<file path="config.mk">
export PLATFORM = sky130hd
export DESIGN_NAME = integer_to_ascii_formatter
export DESIGN_NICKNAME = d
export VERILOG_FILES = /design/src/sv/ita_pkg.sv /design/src/sv/ita_front.sv /design/src/sv/ita_queue.sv /design/src/sv/ita_back.sv /design/src/sv/integer_to_ascii_formatter.sv
export SDC_FILE = /design/constraint.sdc
export NUM_CORES = 1
export LEC_CHECK = 0
export BUFFER_PORTS_ARGS = -buffer_cell sky130_fd_sc_hd__buf_2
export CAP_MARGIN = 20
export CORE_ASPECT_RATIO = 1.4
export CORE_MARGIN = 4
export CORE_UTILIZATION = 45
export CTS_CLUSTER_SIZE = 40
export DETAILED_ROUTE_END_ITERATION = 12
export GPL_ROUTABILITY_DRIVEN = 0
export PLACE_DENSITY = 0.69
export SYNTH_ARGS = -nofsm -noshare
export SYNTH_HDL_FRONTEND = slang
export SYNTH_SLANG_ARGS = --single-unit
</file>
<file path="constraint.sdc">
create_clock -name clk_i -period 10.45 [get_ports clk_i]
set_input_delay 2.09 -clock clk_i [delete_from_list [all_inputs] [get_ports clk_i]]
set_output_delay 2.09 -clock clk_i [all_outputs]
set_load 0.005 [all_outputs]
</file>
<file path="src/sv/ita_pkg.sv">
// Package for the integer to ASCII formatter.
// Item types, mode codes, character constants and digit lookup functions.
// No dependencies.
`default_nettype none

package ita_pkg;

  localparam logic [2:0] MODE_SDEC = 3'd0;
  localparam logic [2:0] MODE_UDEC = 3'd1;
  localparam logic [2:0] MODE_HEXL = 3'd2;
  localparam logic [2:0] MODE_HEXU = 3'd3;
  localparam logic [2:0] MODE_PTR  = 3'd4;

  localparam logic [7:0] CHAR_ZERO  = 8'h30;
  localparam logic [7:0] CHAR_MINUS = 8'h2D;
  localparam logic [7:0] CHAR_UA    = 8'h41;
  localparam logic [7:0] CHAR_LA    = 8'h61;
  localparam logic [7:0] CHAR_LPAR  = 8'h28;
  localparam logic [7:0] CHAR_N     = 8'h6E;
  localparam logic [7:0] CHAR_I     = 8'h69;
  localparam logic [7:0] CHAR_L     = 8'h6C;
  localparam logic [7:0] CHAR_RPAR  = 8'h29;

  localparam logic [4:0] NDIG_DEC = 5'd10;
  localparam logic [4:0] NDIG_HEX = 5'd8;
  localparam logic [4:0] NDIG_PTR = 5'd16;
  localparam logic [4:0] NDIG_NIL = 5'd5;

  typedef struct packed {
    logic [2:0]  mode;
    logic [63:0] value;
  } in_item_t;

  typedef struct packed {
    logic [7:0]  character;
    logic        last_char;
    logic [31:0] total_emitted;
  } out_item_t;

  // Classified job: hex digits left aligned, or decimal magnitude in the low word
  typedef struct packed {
    logic        is_dec;
    logic        upper;
    logic        neg;
    logic        nil;
    logic [4:0]  ndig;
    logic [63:0] value;
  } job_t;

  function automatic logic [7:0] hex_char(input logic [3:0] nib, input logic upper);
    logic [7:0] c;
    if (nib < 4'd10) begin
      c = CHAR_ZERO + {4'b0, nib};
    end else if (upper) begin
      c = CHAR_UA + {4'b0, nib - 4'd10};
    end else begin
      c = CHAR_LA + {4'b0, nib - 4'd10};
    end
    return c;
  endfunction

  function automatic logic [7:0] nil_char(input logic [2:0] idx);
    logic [7:0] c;
    case (idx)
      3'd0:    c = CHAR_LPAR;
      3'd1:    c = CHAR_N;
      3'd2:    c = CHAR_I;
      3'd3:    c = CHAR_L;
      default: c = CHAR_RPAR;
    endcase
    return c;
  endfunction

endpackage

`default_nettype wire

</file>
<file path="src/sv/ita_front.sv">
// Front end of the formatter: accepts input items and classifies them into jobs.
// Depends on ita_pkg.
`default_nettype none

module ita_front (
  input  wire ita_pkg::in_item_t in_i,
  input  wire                    in_valid_i,
  output logic                   in_stall_o,
  input  wire                    q_full_i,
  output ita_pkg::job_t          job_o,
  output logic                   push_o
);
  import ita_pkg::*;

  logic [31:0] low;
  logic        accept;
  logic        known;

  assign low        = in_i.value[31:0];
  assign in_stall_o = q_full_i;
  assign accept     = in_valid_i && !q_full_i;
  assign push_o     = accept && known;

  always_comb begin
    known        = 1'b1;
    job_o.is_dec = 1'b0;
    job_o.upper  = 1'b0;
    job_o.neg    = 1'b0;
    job_o.nil    = 1'b0;
    job_o.ndig   = NDIG_HEX;
    job_o.value  = {low, 32'b0};
    unique case (in_i.mode)
      MODE_SDEC: begin
        job_o.is_dec = 1'b1;
        job_o.neg    = low[31];
        job_o.ndig   = NDIG_DEC;
        job_o.value  = {32'b0, low[31] ? (32'd0 - low) : low};
      end
      MODE_UDEC: begin
        job_o.is_dec = 1'b1;
        job_o.ndig   = NDIG_DEC;
        job_o.value  = {32'b0, low};
      end
      MODE_HEXL: begin
      end
      MODE_HEXU: begin
        job_o.upper = 1'b1;
      end
      MODE_PTR: begin
        job_o.value = in_i.value;
        if (in_i.value == 64'd0) begin
          job_o.nil  = 1'b1;
          job_o.ndig = NDIG_NIL;
        end else begin
          job_o.ndig = NDIG_PTR;
        end
      end
      default: begin
        known = 1'b0;
      end
    endcase
  end

endmodule

`default_nettype wire

</file>
<file path="src/sv/ita_queue.sv">
// Short job queue between the front and back ends of the formatter.
// Depends on ita_pkg.
`default_nettype none

module ita_queue #(
  parameter int Depth = 2
) (
  input  wire           clk_i,
  input  wire           rst_ni,
  input  wire           push_i,
  input  wire ita_pkg::job_t push_data_i,
  input  wire           pop_i,
  output ita_pkg::job_t head_o,
  output logic          empty_o,
  output logic          full_o
);
  import ita_pkg::*;

  localparam int PtrW = (Depth > 1) ? $clog2(Depth) : 1;
  localparam int CntW = $clog2(Depth + 1);
  localparam logic [PtrW-1:0] LastPtr = PtrW'(Depth - 1);
  localparam logic [CntW-1:0] DepthCnt = CntW'(Depth);

  job_t            mem_q [Depth];
  logic [PtrW-1:0] wr_ptr_q, wr_ptr_d, rd_ptr_q, rd_ptr_d;
  logic [CntW-1:0] cnt_q, cnt_d;
  logic            do_push, do_pop;

  assign empty_o = (cnt_q == '0);
  assign full_o  = (cnt_q == DepthCnt);
  assign head_o  = mem_q[rd_ptr_q];
  assign do_push = push_i && !full_o;
  assign do_pop  = pop_i && !empty_o;

  always_comb begin
    wr_ptr_d = wr_ptr_q;
    rd_ptr_d = rd_ptr_q;
    cnt_d    = cnt_q;
    if (do_push) begin
      wr_ptr_d = (wr_ptr_q == LastPtr) ? '0 : wr_ptr_q + 1'b1;
    end
    if (do_pop) begin
      rd_ptr_d = (rd_ptr_q == LastPtr) ? '0 : rd_ptr_q + 1'b1;
    end
    if (do_push && !do_pop) begin
      cnt_d = cnt_q + 1'b1;
    end else if (do_pop && !do_push) begin
      cnt_d = cnt_q - 1'b1;
    end
  end

  always_ff @(posedge clk_i or negedge rst_ni) begin
    if (!rst_ni) begin
      wr_ptr_q <= '0;
      rd_ptr_q <= '0;
      cnt_q    <= '0;
    end else begin
      wr_ptr_q <= wr_ptr_d;
      rd_ptr_q <= rd_ptr_d;
      cnt_q    <= cnt_d;
    end
  end

  always_ff @(posedge clk_i) begin
    if (do_push) begin
      mem_q[wr_ptr_q] <= push_data_i;
    end
  end

endmodule

`default_nettype wire

</file>
<file path="src/sv/ita_back.sv">
// Back end of the formatter: decimal conversion, leading zero skip, character output.
// Depends on ita_pkg.
`default_nettype none

module ita_back (
  input  wire                clk_i,
  input  wire                rst_ni,
  input  wire ita_pkg::job_t job_i,
  input  wire                empty_i,
  output logic               pop_o,
  output ita_pkg::out_item_t out_o,
  output logic               out_valid_o,
  input  wire                out_stall_i
);
  import ita_pkg::*;

  localparam logic [1:0] ST_IDLE = 2'd0;
  localparam logic [1:0] ST_CONV = 2'd1;
  localparam logic [1:0] ST_SKIP = 2'd2;
  localparam logic [1:0] ST_EMIT = 2'd3;

  logic [1:0]  state_q, state_d;
  logic [63:0] digits_q, digits_d;
  logic [4:0]  cnt_q, cnt_d;
  logic [39:0] bcd_q, bcd_d, bcd_adj, bcd_next;
  logic [31:0] bin_q, bin_d;
  logic [4:0]  iter_q, iter_d;
  logic        upper_q, upper_d, neg_q, neg_d, nil_q, nil_d;
  logic        out_valid_q, out_valid_d;
  out_item_t   out_q, out_d;
  logic [31:0] total_q, total_d;
  logic        slot_free;

  assign slot_free   = !out_valid_q || !out_stall_i;
  assign out_o       = out_q;
  assign out_valid_o = out_valid_q;
  assign pop_o       = (state_q == ST_IDLE) && !empty_i;

  always_comb begin
    for (int i = 0; i < 10; i++) begin
      bcd_adj[i*4 +: 4] = (bcd_q[i*4 +: 4] >= 4'd5) ? bcd_q[i*4 +: 4] + 4'd3
                                                    : bcd_q[i*4 +: 4];
    end
    bcd_next = {bcd_adj[38:0], bin_q[31]};
  end

  always_comb begin
    state_d     = state_q;
    digits_d    = digits_q;
    cnt_d       = cnt_q;
    bcd_d       = bcd_q;
    bin_d       = bin_q;
    iter_d      = iter_q;
    upper_d     = upper_q;
    neg_d       = neg_q;
    nil_d       = nil_q;
    out_d       = out_q;
    total_d     = total_q;
    out_valid_d = out_valid_q && out_stall_i;
    unique case (state_q)
      ST_IDLE: begin
        if (!empty_i) begin
          upper_d  = job_i.upper;
          neg_d    = job_i.neg;
          nil_d    = job_i.nil;
          digits_d = job_i.value;
          cnt_d    = job_i.ndig;
          bin_d    = job_i.value[31:0];
          bcd_d    = '0;
          iter_d   = '0;
          if (job_i.is_dec) begin
            state_d = ST_CONV;
          end else if (job_i.nil) begin
            state_d = ST_EMIT;
          end else begin
            state_d = ST_SKIP;
          end
        end
      end
      ST_CONV: begin
        bcd_d  = bcd_next;
        bin_d  = {bin_q[30:0], 1'b0};
        iter_d = iter_q + 5'd1;
        if (iter_q == 5'd31) begin
          digits_d = {bcd_next, 24'b0};
          cnt_d    = NDIG_DEC;
          state_d  = ST_SKIP;
        end
      end
      ST_SKIP: begin
        if (digits_q[63:60] == 4'd0 && cnt_q > 5'd1) begin
          digits_d = {digits_q[59:0], 4'b0};
          cnt_d    = cnt_q - 5'd1;
        end else begin
          state_d = ST_EMIT;
        end
      end
      ST_EMIT: begin
        if (slot_free) begin
          out_valid_d         = 1'b1;
          total_d             = total_q + 32'd1;
          out_d.total_emitted = total_q + 32'd1;
          if (neg_q) begin
            neg_d           = 1'b0;
            out_d.character = CHAR_MINUS;
            out_d.last_char = 1'b0;
          end else begin
            out_d.character = nil_q ? nil_char(3'(NDIG_NIL - cnt_q))
                                    : hex_char(digits_q[63:60], upper_q);
            out_d.last_char = (cnt_q == 5'd1);
            digits_d        = {digits_q[59:0], 4'b0};
            cnt_d           = cnt_q - 5'd1;
            if (cnt_q == 5'd1) begin
              state_d = ST_IDLE;
            end
          end
        end
      end
      default: begin
        state_d = ST_IDLE;
      end
    endcase
  end

  always_ff @(posedge clk_i or negedge rst_ni) begin
    if (!rst_ni) begin
      state_q     <= ST_IDLE;
      out_valid_q <= 1'b0;
      total_q     <= '0;
    end else begin
      state_q     <= state_d;
      out_valid_q <= out_valid_d;
      total_q     <= total_d;
    end
  end

  always_ff @(posedge clk_i) begin
    digits_q <= digits_d;
    cnt_q    <= cnt_d;
    bcd_q    <= bcd_d;
    bin_q    <= bin_d;
    iter_q   <= iter_d;
    upper_q  <= upper_d;
    neg_q    <= neg_d;
    nil_q    <= nil_d;
    out_q    <= out_d;
  end

endmodule

`default_nettype wire

</file>
<file path="src/sv/integer_to_ascii_formatter.sv">
// Top level of the integer to ASCII formatter: front end, job queue, back end.
// Depends on ita_pkg, ita_front, ita_queue and ita_back.
`default_nettype none

// Formats one number per input item as ASCII, most significant character first,
// one output item per character, with last_char on the final one and a wrapping
// 32-bit count of all characters emitted. Modes: signed decimal, unsigned decimal,
// lower and upper case hex of the low 32 bits, and 64-bit pointer hex that prints
// "(nil)" for zero; modes 5 to 7 are accepted and dropped. A job queue of
// QueueDepth entries decouples input from output. In the back end a decimal item
// is loaded, converted by shift-and-add-3 and stripped of leading zeros, then
// emitted one character per cycle (sign included) while the output does not stall;
// a hex item is loaded, stripped of leading zero nibbles and emitted the same way,
// and "(nil)" is loaded and emitted with no skip step. The back end takes a new job
// from the queue only when idle, after it has issued the previous job's last character.
module integer_to_ascii_formatter #(
  parameter int QueueDepth = 2
) (
  input  wire                clk_i,
  input  wire                rst_ni,
  input  wire ita_pkg::in_item_t in_i,
  input  wire                in_valid_i,
  output logic               in_stall_o,
  output ita_pkg::out_item_t out_o,
  output logic               out_valid_o,
  input  wire                out_stall_i
);
  import ita_pkg::*;

  job_t push_job, head_job;
  logic push, pop, q_empty, q_full;

  ita_front u_front (
    .in_i       (in_i),
    .in_valid_i (in_valid_i),
    .in_stall_o (in_stall_o),
    .q_full_i   (q_full),
    .job_o      (push_job),
    .push_o     (push)
  );

  ita_queue #(
    .Depth (QueueDepth)
  ) u_queue (
    .clk_i       (clk_i),
    .rst_ni      (rst_ni),
    .push_i      (push),
    .push_data_i (push_job),
    .pop_i       (pop),
    .head_o      (head_job),
    .empty_o     (q_empty),
    .full_o      (q_full)
  );

  ita_back u_back (
    .clk_i       (clk_i),
    .rst_ni      (rst_ni),
    .job_i       (head_job),
    .empty_i     (q_empty),
    .pop_o       (pop),
    .out_o       (out_o),
    .out_valid_o (out_valid_o),
    .out_stall_i (out_stall_i)
  );

`ifndef SYNTHESIS
  a_count_step: assert property (@(posedge clk_i) disable iff (!rst_ni)
    (out_valid_o && !out_stall_i) |=>
      (!out_valid_o || out_o.total_emitted == $past(out_o.total_emitted) + 32'd1))
    else $error("character count did not advance by one");

  a_run_unbroken: assert property (@(posedge clk_i) disable iff (!rst_ni)
    (out_valid_o && !out_stall_i && !out_o.last_char) |=> out_valid_o)
    else $error("gap inside a character run");

  a_queue_flags: assert property (@(posedge clk_i) disable iff (!rst_ni)
    !(q_empty && q_full))
    else $error("queue both empty and full");
`endif

endmodule

`default_nettype wire

</file>
# After elaboration in Yosys (flattened, before gate mapping)
# Memory sizes are Yosys's and may differ from the RTL's.
# Cells that the tools add are included.
# word_totals
register_bits	229
ramBits	146
mem_count	1
# memory_table
memory	words	word_bits	rd	rd_ports_with_merged_regs	wr	line	text
u_queue.mem_q	2	73	1	0	1	ita_queue.sv:24	job_t mem_q [Depth];
# op_classes
n_addsub	23
n_lt_le_gt_ge	12
eq_ne	20
muxes	61
bitwise	1
n_reduce_logical	33
# ops
op	n
$mux 64	5
$pmux 64 s4	1
$pmux 69 s3	1
$pmux 40 s2	1
$logic_not 64->1	1
$mux 32	2
$pmux 32 s2	1
$ge 4x3->1 const B	10
$mux 40	1
$add 4x2->4 const B	9
$mux 4	9
$mux 5	7
$add 32x1->32 const B	1
$sub 1x32->32 const A	1
$pmux 7 s4	1
$mux 8	3
$pmux 5 s4	1
$mux 2	9
$add 7x4->8 const A	2
$mux 1	15
$eq 3x2->1 const B	4
$pmux 5 s2	1
$logic_and 1x1->1	9
$ne 2x1->1 const B	4
34 further kinds	51

# Logic depth before layout (Yosys ltp)
# Gate-level depths: netlist of the first run.
# logic_depth
ltp_word	9
depth_mapped	8
depth_no_buf	7

# Hierarchy
# Synthesis of the first run repeated with hierarchy kept, for this count alone.
# unflattened
cells_unflattened	1377
hier_area_um2	18403.9
# modules_own_cells
mod	n_inst	cells_each	area_each_um2
ita_back	1	844	10946.7
ita_queue	1	246	5711.7
ita_front	1	287	1745.4

# Worst setup path after synthesis of the first run
# Ideal clock, no wire load.
# synth_path
path_kind	input -> register
start	input out_stall_i
end	register u_back.cnt_q[0], enable pin
setup_time_ns	0.608
arrival_ns	7.522
setup_slack_ns	2.320
stages	3
n_path_buf	0
cell_sequence	a32oi_1 o21ai_0 a221oi_1
# synth_between
elab_chain_len	4
# synth_rtl
item	line	text
start: declaration	integer_to_ascii_formatter.sv:26	input wire out_stall_i
$logic_not 1->1	ita_back.sv:34	assign slot_free = !out_valid_q || !out_stall_i;
$logic_or 1x1->1	ita_back.sv:34	
$ne 2x1->1 (no line)	-	
$reduce_and 5->1 (no line)	-	
end signal: assignment	ita_back.sv:139	cnt_q <= cnt_d;
end: declaration	ita_back.sv:24	logic [4:0] cnt_q, cnt_d;
# No other way between the ends.
# A chain may end at the register's enable or synchronous reset.

# Worst setup path after layout of the first run
# layout_path
start	input in_i[31] (netlist name)
end	memory u_queue.mem_q[1][66] (netlist name) (data pin)
# layout_between
elab_chain_len	3
# layout_rtl
item	line	text
start: declaration	integer_to_ascii_formatter.sv:21	input wire ita_pkg::in_item_t in_i,
$logic_not 64->1	ita_front.sv:51	if (in_i.value == 64'd0) begin
$mux 5	ita_front.sv:51	
$pmux 69 s3	ita_front.sv:32	unique case (in_i.mode)
end: declaration	ita_queue.sv:24	
# No other way between the ends.

==> out/metrics.yaml, run 1 <==
hpwl_mm: 27.6
wl_per_cell_microns: 20.1
port_buffers: 112
hold_slack_ns: 0.496
final_cell_area_sq_um: 20000
cp-startpoint: "in_i[31]"
cts_buffer_depth: 3
path_class: "input pin to register"
r2r.worst_path.cells: 7
synth_edf_count: 333
die_width_microns: 176
post-cts-setup-buffer-count: 0
slew_viol_final: 0
grt_max_degree: 73
synthFlopType: "edfxtp_1"
timing.rr.end: "u_back.digits_q[4]"
fp.dieArea_sq_um: 42600
power_mw: 5.96
worstHoldStart: "u_back.total_q[31]"
final.setup.tns_ns: 0
power_per_cell_area_nw_per_um2: 298
placed_area_sq_um: 18800
grt_pass1_vias: 11240
nNetsFinal: 1570
outcome: "completed"
setup_ws_ns: 6.75
wl_mm: 40.4
ir_drop_v: 0.000329
antenna_found_initial: 2
remaining_drc_errors: 0
grtUsageTotal: 0.186
p_leak_nw: 7.62
slew_headroom: 0.310
avgSynthCellArea_sq_um: 13.0
cp-endpoint: "u_queue.mem_q[1][66]"
drive_above_1_share: 0.185
dp_slack_ns: 6.33
core_area_sq_um: 38600
worst_pin_slew_ns: 1.03
fmax_ghz: 0.271
rsz0062_at_grt: "no"
via_count: 11293
arrival_ns: 4.03
numCtsBuffers: 38
worstPathRequired_ns: 10.79
clk_latency_ns: 0.54
cts-root-buf: "clkbuf_16"
drtIter0Drc: 1011
synthesis.area_sq_um: 17700
hold_violations: 0
grt_pass1_wl_mm: 62.7
viasPerCell: 5.62
cts_sinks: 372
final_core_util: 0.518
ys_types: 69
setup_viol: 0
cp-start-kind: "input pin"
cts_tree: "done"
place_inst: 1941
ys_seq_elements: 372
std_cell_rows: 85
ys_warn_count: 0
ff2ff_setup_slack_ns: 7.26
syn_nets: 1473
cts_resized: 0
r2r-start: "u_back.digits_q[61]"
pin_count: 114
cts_hold_buf: 0
skew_ns: 0.0345
syn_inst: 1362
firstDrtPassIters: 5
yosysSeqAreaShare: 0.621
final_cell_count_no_fill: 2009
async_flop_share: 0.105
period_needed_ns: 3.70
critPathMaxFanout: 37
dieHeight_microns: 243
antenna_left: 0
hp-class: "register to register"
syn_to_final_growth_pct: 13.0
fillCellCount: 3253
ctsHtreeMaxLevel: 2
initial_core_util: 0.458
grt_overflow: 0
cap_violations: 0
min_period_over_period: 0.354
crit_path_end_kind: "register"
path_clk_slew_ns: 0.06
[worst max-delay path, cell delays in order]
cell	delay [ns]
buf_2	0.36
nor4_1	0.38
nand4_1	0.30
nor4_1	0.48
nand3_1	0.21
nor2_1	0.21
[power breakdown]
group	switching, mW	total (mW)	internal, mW
Sequential	0.247	2.65	2.41
Clock	0.557	1.35	0.794
Combinational	1.21	1.96	0.753
Total	2.01	5.96	3.95
[worst min path at each step]
stage	end	slack, ns	depth (start not counted)
5_1_grt	u_back.total_q[31]	0.52	1
3_5_place_dp	u_back.total_q[31]	0.48	1
2_1_floorplan	u_queue.wr_ptr_q	0.46	1
3_3_place_gp	u_back.total_q[31]	0.47	1
4_1_cts	u_back.total_q[31]	0.49	1
6_report	u_back.total_q[31]	0.50	1
[area by class of cell]
| class | instances | area, sq um | share of cell area |
|---|---|---|---|
| clock inverters | 17 | 179 | 0.00895 |
| clock buffers | 50 | 1060 | 0.0530 |
| well taps | 522 | 653 | 0.0327 |
| repair buffers | 126 | 666 | 0.0333 |
| diodes | 1 | 2.50 | 0.000125 |
| multi-input cells | 861 | 6230 | 0.311 |
| flip-flops and latches | 372 | 11000 | 0.549 |
| inverters | 60 | 225 | 0.0113 |
[layer usage]
layer	vias up	GRT usage	wire length (microns)
li1	5282	-	-
met1	5540	0.229	15800
met2	376	0.315	20100
met3	93	0.0289	2230
met4	2	0.0945	2230
met5	-	0	20
[cell usage in the layout (no fill, tap or decap), types with 41 or more instances in the layout]
cell type	netlist	final
o21ai_0	43	43
inv_1	59	57
mux2i_1	44	44
xnor2_1	56	56
buf_2	18	112
clkbuf_16	0	41
a22o_1	54	54
nor2_1	120	116
a21oi_1	45	44
nand2_1	92	92
mux2_2	64	64
edfxtp_1	333	333
[kinds of logic after synthesis]
logic type                 share of synthesized area
and+or+nand+nor                                0.105
DFF                                            0.621
AOI/OAI and AO/OA                              0.107
buffers and inverters                         0.0305
muxes                                         0.0657
xor gates and xnor gates                      0.0426
adders and majority gates                     0.0283
other                                       0.000212
[synthesized netlist by cell type, drive strengths merged, types with 2 or more instances]
| cell type | number | area share |
|---|---|---|
| nand2 | 92 | 0.020 |
| dfrtp | 39 | 0.055 |
| nor3b | 4 | 0.0017 |
| o21a | 2 | 0.00085 |
| mux2 | 64 | 0.041 |
| nor4 | 11 | 0.0054 |
| nor2 | 121 | 0.026 |
| nor4b | 2 | 0.0013 |
| o22ai | 6 | 0.0021 |
| or2 | 4 | 0.0014 |
| nand3 | 33 | 0.0096 |
| a31oi | 3 | 0.0011 |
| a22o | 55 | 0.027 |
| o41ai | 7 | 0.0064 |
| clkbuf | 37 | 0.0080 |
| o31ai | 17 | 0.0072 |
| and3 | 9 | 0.0032 |
| a21o | 14 | 0.0059 |
| o211ai | 2 | 0.00085 |
| o211a | 3 | 0.0017 |
| xor2 | 30 | 0.015 |
| mux2i | 44 | 0.025 |
| nand2b | 13 | 0.0046 |
| a221o | 32 | 0.018 |
| or3 | 20 | 0.0071 |
| nor3 | 21 | 0.0071 |
| o221ai | 2 | 0.00099 |
| a22oi | 3 | 0.0013 |
| ha | 40 | 0.028 |
| xnor2 | 56 | 0.028 |
| a21oi | 45 | 0.013 |
| buf | 32 | 0.0098 |
| and4 | 3 | 0.0015 |
| nand4 | 17 | 0.0077 |
| a211oi | 10 | 0.0042 |
| nor2b | 5 | 0.0018 |
| inv | 60 | 0.013 |
| o21ai | 44 | 0.012 |
| edfxtp | 333 | 0.57 |
| and2 | 15 | 0.0053 |
[sequential cells by signal, summed over array words and instances (netlist names)]
| name | count |
|---|---|
| u_back.out_o | 40 |
| u_queue.rd_ptr_q | 1 |
| u_queue.cnt_q | 2 |
| u_back.iter_q | 5 |
| u_back.state_q | 2 |
| u_back.upper_q | 1 |
| u_back.cnt_q | 5 |
| u_back.nil_q | 1 |
| u_back.bin_q | 32 |
| u_back.neg_q | 1 |
| u_back.digits_q | 64 |
| u_queue.mem_q | 144 |
| u_back.total_q | 32 |
| u_queue.wr_ptr_q | 1 |
| u_back.bcd_q | 40 |
| u_back.out_valid_o | 1 |
(Power assumes the default switching activity.)
==> inputs of run 2 (changes only) <==
Clock period 10.45 ns to 3.5 ns, I/O delays scaled along.
==> out/metrics.yaml, run 2 (synthesis results as in run 1) <==
outcome: "completed"
cts_sinks: 372  # unchanged
p_sw_mw: 5.99  # +200%
slew_viol_final: 0  # unchanged
drtIter0Drc: 812  # -20%
skew_ns: 0.0145  # -0.0199 ns
std_cell_rows: 85  # unchanged
power_frac_comb: 0.336  # +0.007
slowest_stage: "a221oi_4"
p_leak_nw: 7.72  # +1.3%
port_buffers: 112  # unchanged
largest_reg_flops: 144  # unchanged
ir_drop_v: 0.000511  # +55%
path_cells: "inv_2, ha_1, or3b_4, a211oi_2, inv_1, a221oi_4, buf_12"
timing.rr.end: "u_back.digits_q[9]"
regMostFlops: "u_queue.mem_q"
grt_max_degree: 73  # unchanged
final.setup.tns_ns: 0  # unchanged
min_period_over_period: 0.786
cts_buffer_depth: 3  # unchanged
dieHeight_microns: 243  # unchanged
syn_to_final_growth_pct: 14.2
wl_mm: 39.8  # -1.6%
layout_commonest_cell: "edfxtp_1"
slew_headroom: 0.365  # +0.0542
hp-class: "input pin to asynchronous set/reset pin"
grt_pass1_wl_mm: 62.3  # -0.56%
post-cts-setup-buffer-count: 0  # unchanged
fillCellCount: 3276  # +0.71%
firstDrtPassIters: 5  # unchanged
period_needed_ns: 2.75
cp_num_cells: 7  # +1
ff2ff_setup_slack_ns: 0.75  # -6.51 ns
layout_common_cells: "edfxtp_1, nor2_1, buf_2, nand2_1, mux2_2"
die_width_microns: 176  # unchanged
critPathTopFamily: "compound AO/OA/AOI/OAI gates"
wl_per_cell_microns: 19.7  # -2.0%
remaining_drc_errors: 0  # unchanged
power_per_cell_area_nw_per_um2: 893  # +200%
power_mw: 18.0  # +200%
antenna_found_initial: 1  # -1
cts_resized: 0  # unchanged
fp.dieArea_sq_um: 42600  # unchanged
arrival_ns: 2.98  # -1.05 ns
pwr-share-clk: 0.224  # -0.002
antenna_left: 0  # unchanged
viasPerCell: 5.50  # -2.2%
via_count: 11098  # -1.7%
worst_pin_slew_ns: 0.953  # -0.0814 ns
r2r-start: "u_back.digits_q[61]"
final_cell_count_no_fill: 2018  # +0.45%
fmax_ghz: 0.364
slowest_delay_ns: 0.69  # +0.21 ns
cts_hold_buf: 0  # unchanged
nNetsFinal: 1580  # +0.64%
core_area_sq_um: 38600  # unchanged
cts_tree: "done"
top_regs: "u_queue.mem_q: 144 flops, u_back.digits_q: 64 flops"
grtUsageTotal: 0.185  # -0.000834
crit_path_end_kind: "register"
setup_viol: 0  # unchanged
rsz0062_at_grt: "no"
hold_violations: 0  # unchanged
path_clk_slew_ns: 0.06  # about the same
power_frac_seq: 0.440  # -0.005
place_inst: 1951  # +0.52%
crit_buf_inv: 3  # +2
numCtsBuffers: 38  # unchanged
critPathMaxFanout: 24  # -35%
cp-startpoint: "u_back.digits_q[61]"
antennaDiodeCount: 0  # -1
clk_latency_ns: 0.53  # about the same
cp-start-kind: "register"
sw_frac_of_total: 0.332  # -0.00519
cap_violations: 0  # unchanged
r2r.worst_path.cells: 7  # unchanged
drive_above_1_share: 0.194  # +0.00879
path_class: "register to register"
worstPathRequired_ns: 3.73  # -7.06 ns
cts-root-buf: "clkbuf_16"
final_core_util: 0.523  # +0.00509
p_int_mw: 12.0  # +200%
hpwl_mm: 28.6  # +3.4%
grt_pass1_vias: 11077  # -1.5%
pin_count: 114  # unchanged
initial_core_util: 0.458  # unchanged
cp-endpoint: "u_back.digits_q[9]"
grt_overflow: 0  # unchanged
ctsHtreeMaxLevel: 2  # unchanged
==> run 2: worst register-to-register path, cell delays in order, from the launching register on <==
cell and delay [ns]:
edfxtp_1 0.46, inv_2 0.12, ha_1 0.13, or3b_4 0.37
a211oi_2 0.28, inv_1 0.11, a221oi_4 0.69, buf_12 0.27
==> run 2: how the worst min path moves through the flow <==
stage | depth (start not counted) | startpoint | to | slack, ns
detailed placement | 1 | u_back.total_q[31] | u_back.total_q[31] | 0.49
finish | 1 | rst_ni | u_back.total_q[2] | 0.33
global route | 1 | rst_ni | u_queue.rd_ptr_q | 0.38
floorplan | 0 | rst_ni | u_back.out_valid_o | 0.40
global placement | 1 | u_back.total_q[31] | u_back.total_q[31] | 0.47
CTS | 1 | rst_ni | u_queue.rd_ptr_q | 0.34
==> run 2: final cells by class <==
class                           count  area [sq um]  area share
Clock buffer                       46          1030      0.0512
Clock inverter                     21           209      0.0104
Inverter                           60           225      0.0112
Multi-Input combinational cell    861          6230       0.309
Sequential cell                   372         11000       0.544
Tap cell                          522           653      0.0324
Timing Repair Buffer              136           853      0.0423
==> run 2: metrics by stage <==
stage | setup slack (ns) | hold slack (ns) | area (sq um)
after floorplan | -0.0768 | 0.404 | 17700
after global placement | 0.457 | 0.475 | 18900
after detailed placement | 0.445 | 0.487 | 18900
after CTS | 0.706 | 0.338 | 20200
after global routing | 0.602 | 0.376 | 20200
final | 0.750 | 0.328 | 20200
==> run 2: metal layers <==
layer,up-vias,GRT usage,routed length [microns]
met1,5449,0.223,15600
met4,0,0.0581,1200
met3,67,0.0258,1740
met5,-,0,0
met2,272,0.340,21200
li1,5310,-,-
==> run 2: power by group through the flow <==
stage | clock network [mW] | logic, mW | registers [mW]
global route | 4.35 | 6.68 | 8.09
detailed placement | 0 | 6.12 | 8.03
global placement | 0 | 5.98 | 7.96
finish | 4.03 | 6.06 | 7.94
floorplan | 0 | 4.29 | 7.79
CTS | 4.12 | 6.15 | 7.95
